[src/sv/rph_pkg.sv]
// Shared definitions for the rescaled pixel histogram: command and register codes,
// default sizes and the control structs between the sequencer and the bin store.
// No dependencies.
`default_nettype none

package rph_pkg;

  // Default sizes for the top-level parameters.
  localparam int BIN_ADDR_BITS_DEF = 16;
  localparam int COUNT_BITS_DEF    = 32;

  // Field widths of the configuration registers and items.
  localparam int MODE_W      = 2;
  localparam int SBITS_W     = 5;
  localparam int SLOPE_W     = 24;
  localparam int ICEPT_W     = 16;
  localparam int OFFSET_W    = 15;
  localparam int CMD_W       = 2;
  localparam int SAMPLE_W    = 17;
  localparam int SELECT_W    = 16;
  localparam int VALUE_W     = 32;
  localparam int USED_W      = 16;
  localparam int TOTAL_W     = 32;
  localparam int CFG_IDX_W   = 3;
  localparam int CFG_DATA_W  = 24;
  localparam int IN_TDATA_W  = 40;
  localparam int OUT_TDATA_W = 80;

  // Command codes carried in the cmd field.
  localparam logic [CMD_W-1:0] CMD_CLEAR = 2'd0;
  localparam logic [CMD_W-1:0] CMD_COUNT = 2'd1;
  localparam logic [CMD_W-1:0] CMD_READ  = 2'd2;
  localparam logic [CMD_W-1:0] CMD_NONE  = 2'd3;

  // Pixel modes.
  localparam logic [MODE_W-1:0] MODE_BYTE   = 2'd0;
  localparam logic [MODE_W-1:0] MODE_UNSIGN = 2'd1;
  localparam logic [MODE_W-1:0] MODE_SIGNED = 2'd2;

  // Configuration register indexes.
  localparam logic [CFG_IDX_W-1:0] REG_PIXEL_MODE   = 3'd0;
  localparam logic [CFG_IDX_W-1:0] REG_STORED_BITS  = 3'd1;
  localparam logic [CFG_IDX_W-1:0] REG_SLOPE_Q16    = 3'd2;
  localparam logic [CFG_IDX_W-1:0] REG_INTERCEPT    = 3'd3;
  localparam logic [CFG_IDX_W-1:0] REG_VALUE_OFFSET = 3'd4;

  // Bin-count exponent limits.
  localparam logic [SBITS_W-1:0] SBITS_MIN   = 5'd9;
  localparam logic [SBITS_W-1:0] SBITS_MAX   = 5'd16;
  localparam logic [SBITS_W-1:0] SBITS_FIXED = 5'd12;
  localparam logic [SBITS_W-1:0] SBITS_RESET = 5'd12;
  localparam logic [SLOPE_W-1:0] SLOPE_RESET = 24'h010000;

  // Operations the sequencer hands to the bin store.
  typedef enum logic [1:0] {
    OP_CLEAR,
    OP_COUNT,
    OP_READ
  } st_kind_t;

  typedef struct packed {
    logic     valid;
    st_kind_t kind;
  } st_op_t;

  typedef struct packed {
    logic ready;
    logic done;
  } st_rsp_t;

endpackage

`default_nettype wire

[src/sv/rph_rescale.sv]
// Three-stage pipeline that maps one sample to its histogram bin.
// Depends on rph_pkg.
`default_nettype none

module rph_rescale #(
  parameter int BIN_ADDR_BITS = rph_pkg::BIN_ADDR_BITS_DEF
) (
  input  wire                                 clk,
  input  wire                                 rst_n,
  input  wire  [rph_pkg::MODE_W-1:0]          pixel_mode,
  input  wire  [rph_pkg::SBITS_W-1:0]         stored_bits,
  input  wire  signed [rph_pkg::SLOPE_W-1:0]  slope_q16,
  input  wire  signed [rph_pkg::ICEPT_W-1:0]  intercept,
  input  wire  [rph_pkg::OFFSET_W-1:0]        value_offset,
  input  wire                                 in_vld,
  input  wire  [rph_pkg::SAMPLE_W-1:0]        sample,
  output logic                                out_vld,
  output logic [BIN_ADDR_BITS-1:0]            out_bin
);

  localparam int PROD_W = rph_pkg::SAMPLE_W + rph_pkg::SLOPE_W;
  localparam int OFS_W  = rph_pkg::USED_W + 2;
  localparam int SUM_W  = PROD_W + 1;
  localparam int IDX_W  = SUM_W - 16;

  logic signed [rph_pkg::SAMPLE_W-1:0] s_val;
  logic signed [OFS_W-1:0]             ofs_val;
  logic [rph_pkg::SBITS_W-1:0]         bits_val;
  logic                                wide_val;

  logic                        vld1_r, vld2_r, vld3_r;
  logic signed [PROD_W-1:0]    prod_r;
  logic signed [OFS_W-1:0]     ofs_r;
  logic [7:0]                  byte1_r, byte2_r;
  logic                        wide1_r, wide2_r;
  logic [rph_pkg::SBITS_W-1:0] bits1_r, bits2_r;
  logic signed [SUM_W-1:0]     sum_r;
  logic [BIN_ADDR_BITS-1:0]    bin_r;

  logic [IDX_W-1:0]         idx;
  logic [IDX_W-1:0]         mask;
  logic [BIN_ADDR_BITS-1:0] bin_nxt;

  // Stage one inputs: sample view, combined offset and the effective bin-count exponent.
  always_comb begin
    wide_val = (pixel_mode == rph_pkg::MODE_UNSIGN) || (pixel_mode == rph_pkg::MODE_SIGNED);
    if (pixel_mode == rph_pkg::MODE_SIGNED) begin
      s_val = {sample[15], sample[15:0]};
    end else begin
      s_val = {1'b0, sample[15:0]};
    end
    ofs_val = OFS_W'(intercept) + signed'(OFS_W'(value_offset));
    bits_val = stored_bits;
    if (bits_val < rph_pkg::SBITS_MIN) begin
      bits_val = rph_pkg::SBITS_MIN;
    end
    if (bits_val > rph_pkg::SBITS_MAX) begin
      bits_val = rph_pkg::SBITS_MAX;
    end
    if ((pixel_mode == rph_pkg::MODE_SIGNED) && (value_offset != '0)) begin
      bits_val = rph_pkg::SBITS_FIXED;
    end
    if (bits_val > rph_pkg::SBITS_W'(BIN_ADDR_BITS)) begin
      bits_val = rph_pkg::SBITS_W'(BIN_ADDR_BITS);
    end
  end

  // Final stage: byte mode takes the low byte; otherwise floor, negative to zero, clamp to the top bin.
  always_comb begin
    idx  = sum_r[SUM_W-1:16];
    mask = (IDX_W'(1) << bits2_r) - IDX_W'(1);
    if (!wide2_r) begin
      bin_nxt = BIN_ADDR_BITS'(byte2_r);
    end else if (sum_r[SUM_W-1]) begin
      bin_nxt = '0;
    end else if ((idx & ~mask) != '0) begin
      bin_nxt = mask[BIN_ADDR_BITS-1:0];
    end else begin
      bin_nxt = idx[BIN_ADDR_BITS-1:0];
    end
  end

  always_ff @(posedge clk) begin
    if (!rst_n) begin
      vld1_r <= 1'b0;
      vld2_r <= 1'b0;
      vld3_r <= 1'b0;
    end else begin
      vld1_r <= in_vld;
      vld2_r <= vld1_r;
      vld3_r <= vld2_r;
    end
  end

  always_ff @(posedge clk) begin
    prod_r  <= s_val * slope_q16;
    ofs_r   <= ofs_val;
    byte1_r <= sample[7:0];
    wide1_r <= wide_val;
    bits1_r <= bits_val;
    sum_r   <= SUM_W'(prod_r) + SUM_W'(signed'({ofs_r, 16'b0}));
    byte2_r <= byte1_r;
    wide2_r <= wide1_r;
    bits2_r <= bits1_r;
    bin_r   <= bin_nxt;
  end

  assign out_vld = vld3_r;
  assign out_bin = bin_r;

endmodule

`default_nettype wire

[config.mk]
export PLATFORM = sky130hd
export DESIGN_NAME = rph_rescale
export DESIGN_NICKNAME = d
export VERILOG_FILES = /design/src/sv/rph_pkg.sv /design/src/sv/rph_rescale.sv
export SDC_FILE = /design/constraint.sdc
export NUM_CORES = 1
export LEC_CHECK = 0
export BUFFER_PORTS_ARGS = -buffer_cell sky130_fd_sc_hd__buf_4
export CAP_MARGIN = 20
export CORE_ASPECT_RATIO = 1.5
export CORE_MARGIN = 2
export CORE_UTILIZATION = 55
export CTS_CLUSTER_SIZE = 24
export DETAILED_ROUTE_END_ITERATION = 10
export GPL_TIMING_DRIVEN = 0
export HOLD_SLACK_MARGIN = 0.05
export PLACE_DENSITY = 0.84
export RECOVER_POWER = 50
export SLEW_MARGIN = 0
export SYNTH_ARGS = -nofsm -noshare
export SYNTH_HDL_FRONTEND = slang
export SYNTH_SLANG_ARGS = --single-unit
[constraint.sdc]
create_clock -name clk -period 16.5 [get_ports clk]
set_clock_uncertainty 0.05 [all_clocks]
set_input_delay 0.825 -clock clk [delete_from_list [all_inputs] [get_ports clk]]
set_output_delay 0.825 -clock clk [all_outputs]
set_load 0.005 [all_outputs]
==> results.cfg <==
[synth]
synth-async-reset-ratio_pct = 0
yosysUniqueCellTypes = 62
syn-cell-area_sq_um = 19100
synthCells = 2086
synth-main-ff-cell = dfxtp_1
ys_seq_area_share_pct = 12.1
muxShareOfSynthArea_pct = 0.635
syn_area_per_cell_sq_um = 9.16
synth_edf_count = 0
synth_area_leaders = fa_1, dfxtp_1, inv_1
synth_commonest_cells = inv_1, fa_1, nand2_1
synthAdderAreaFrac_pct = 51.1
synth_nets = 2707
synth_top_family_by_area = adder cells
yosysTopAreaCell = fa_1
yosysMostFrequentCell = inv_1
synth_top_cell_area_share_pct = 42.1
yosys.area_share.simple_pct = 15.3
synth.ff_latch_count = 115
synth_xor_area_share_pct = 3.12
synth-warning-count = 0
synth_compound_gate_area_share_pct = 6.53

[timing]
rsz0062_at_grt = no
finalHoldViolCount = 0
fmax_mhz = 127
setup_tns_ns = 0
worst_slew_pin_slew_ns = 0.905
setup_slack_ns = 8.60
drv_slew = 0
timing.final.crit_period_ns = 7.90
setup_viol = 0
max_slew_margin_pct = 39.7
hold_slack_ns = 0.275
post-route-period-util_pct = 47.9

[run_status]
status = complete, no violations

[cts]
clock-sinks = 115
cts_tree = yes
clockBufferDepth = 2
postCtsResizedCells = 0
htreeDepth = 4
clk_latency_ns = 0.41
cts-root-buf = clkbuf_16
post-cts-setup-buffer-count = 0
postCtsHoldBufs = 0
cts.clk_slew.worst_paths_ns = 0.06
numCtsBuffers = 17

[final_layout]
utilization_pct = 61.0
drive_gt1_share_pct = 6.32
fin_nets = 2823
n_fill_cell = 2838
area_growth_pct = 9.45

[placed_design]
hpwl_um = 43300
place_ws_ns = 8.38
gp_congestion = 0.976
port_buffers = 97

[floorplanning]
core_area_sq_um = 34300
die_w_um = 156
ios = 99
start_util_pct = 55.7
dieArea_sq_um = 36300
die_h_um = 232
placementRows = 83

[drt]
detail-route-antenna-nets = 0
wl_um = 51300
viasPerCell = 5.63
wire_per_inst_um = 19.4
drt_iter0_drc = 961
num_vias = 14900
firstDrtPassIters = 7
route.detailed.drc = 0

[setup_path]
path_common_cell = fa_1
worst-path-max-fanout = 10
startpoint_type = primary input
critPathCaptureType = register
cpPeakStageDelay_ns = 0.69
crit_chain = clkbuf_1, clkbuf_1, nand2_1, fa_1, inv_1, fa_1, inv_1, fa_1, inv_1, fa_1, inv_1, fa_1, fa_1, inv_1, ha_1, a21oi_1, o21ai_1, a221oi_1, o32ai_1, a21oi_1, a311oi_1, a21o_1, a21oi_1, xnor2_1
crit_type = primary input to register
worst_ep_arrival_time_ns = 8.18
required_ns = 16.78
reg2reg_slack_ns = 12.74
cp_slowest_cell = clkbuf_1

[grt]
use_met3_pct = 4.82
grt_pass1_vias = 16700
top_usage_layer = met2
grtUsageMet1_pct = 31.0
grt_overflow = 0
antenna_found_initial = 1
grt_start_max_net_pins = 17
grt_usage_pct = 30.1
use_met2_pct = 52.8
grt_pass1_wl_um = 83100

[min_path]
hold_path_class = register to register

[run]
max-cap-violations = 0
[worst max-delay path, delay by kind of cell]
| kind | cells | cell delay [ns] |
|---|---|---|
| compound gates | 8 | 2.08 |
| simple gates | 1 | 0.16 |
| xor+xnor | 1 | 0.15 |
| buf+inv | 7 | 1.43 |
| fa+ha+maj | 7 | 3.53 |
[kinds of logic (layout without fill, tap and decap cells)]
family,count (synthesis),in the layout
XOR/XNOR,68,68
multiplexers,12,12
adder cells (fa/ha/maj),539,539
AO/OA/AOI/OAI,194,194
AND/OR/NAND/NOR,594,594
buffers and inverters,564,693
flip-flops,115,115
other,0,1
[per-layer routing]
| metal | vias to the layer above | part of all wire, % |
|---|---|---|
| li1 | 6504 | - |
| met1 | 7410 | 32 |
| met2 | 680 | 51 |
| met3 | 275 | 6.8 |
| met4 | 0 | 11 |
| met5 | - | 0 |
[final timing paths]
| path | start | end | cells past startpoint |
|---|---|---|---|
| setup / recovery | sample[4] | prod_r[39]$_DFF_P_ | 24 |
| hold / removal | bits1_r[0]$_SDFF_PN0_ | bits2_r[0]$_DFF_P_ | 0 |
| setup reg to reg | bits2_r[4]$_DFF_P_ | out_bin[5]$_DFF_P_ | 13 |
| hold reg to reg | bits1_r[0]$_SDFF_PN0_ | bits2_r[0]$_DFF_P_ | 0 |
[final cells by class]
cell class	instances	area [sq um]	share of cell area (%)
multi-input cells	1407	14700	70.1
diodes	1	2.50	0.0120
plain buffers	73	299	1.43
inverters	491	1840	8.82
well taps	425	532	2.54
clock buffers	19	443	2.12
clock inverters	13	136	0.652
flip-flops and latches	115	2300	11.0
repair buffers	97	691	3.30
[cell usage in the layout (no fill, tap or decap), types with 56 or more instances in the layout]
master / instances
nand2_1: 245
and2_1: 178
buf_4: 67
a21oi_1: 56
dfxtp_1: 115
ha_1: 137
nor2_1: 69
clkbuf_1: 78
inv_1: 490
fa_1: 402
[sequential cells by signal (all words and copies together), names as in the netlist]
register,cells
prod_r,25
out_vld,1
vld2_r,1
sum_r,26
byte1_r,8
vld1_r,1
ofs_r,17
wide1_r,1
bits1_r,5
bits2_r,5
wide2_r,1
byte2_r,8
out_bin,16
[per-stage QoR]
step	area [sq um]	std cells
2_1_floorplan	19100	2086
3_3_place_gp	20400	2608
3_5_place_dp	20400	2608
4_1_cts	20900	2640
5_1_grt	20900	2640
6_report	20900	2641
Power is not shown: default switching activity piles up to over one toggle a cycle in this logic, so the estimate is an artifact.
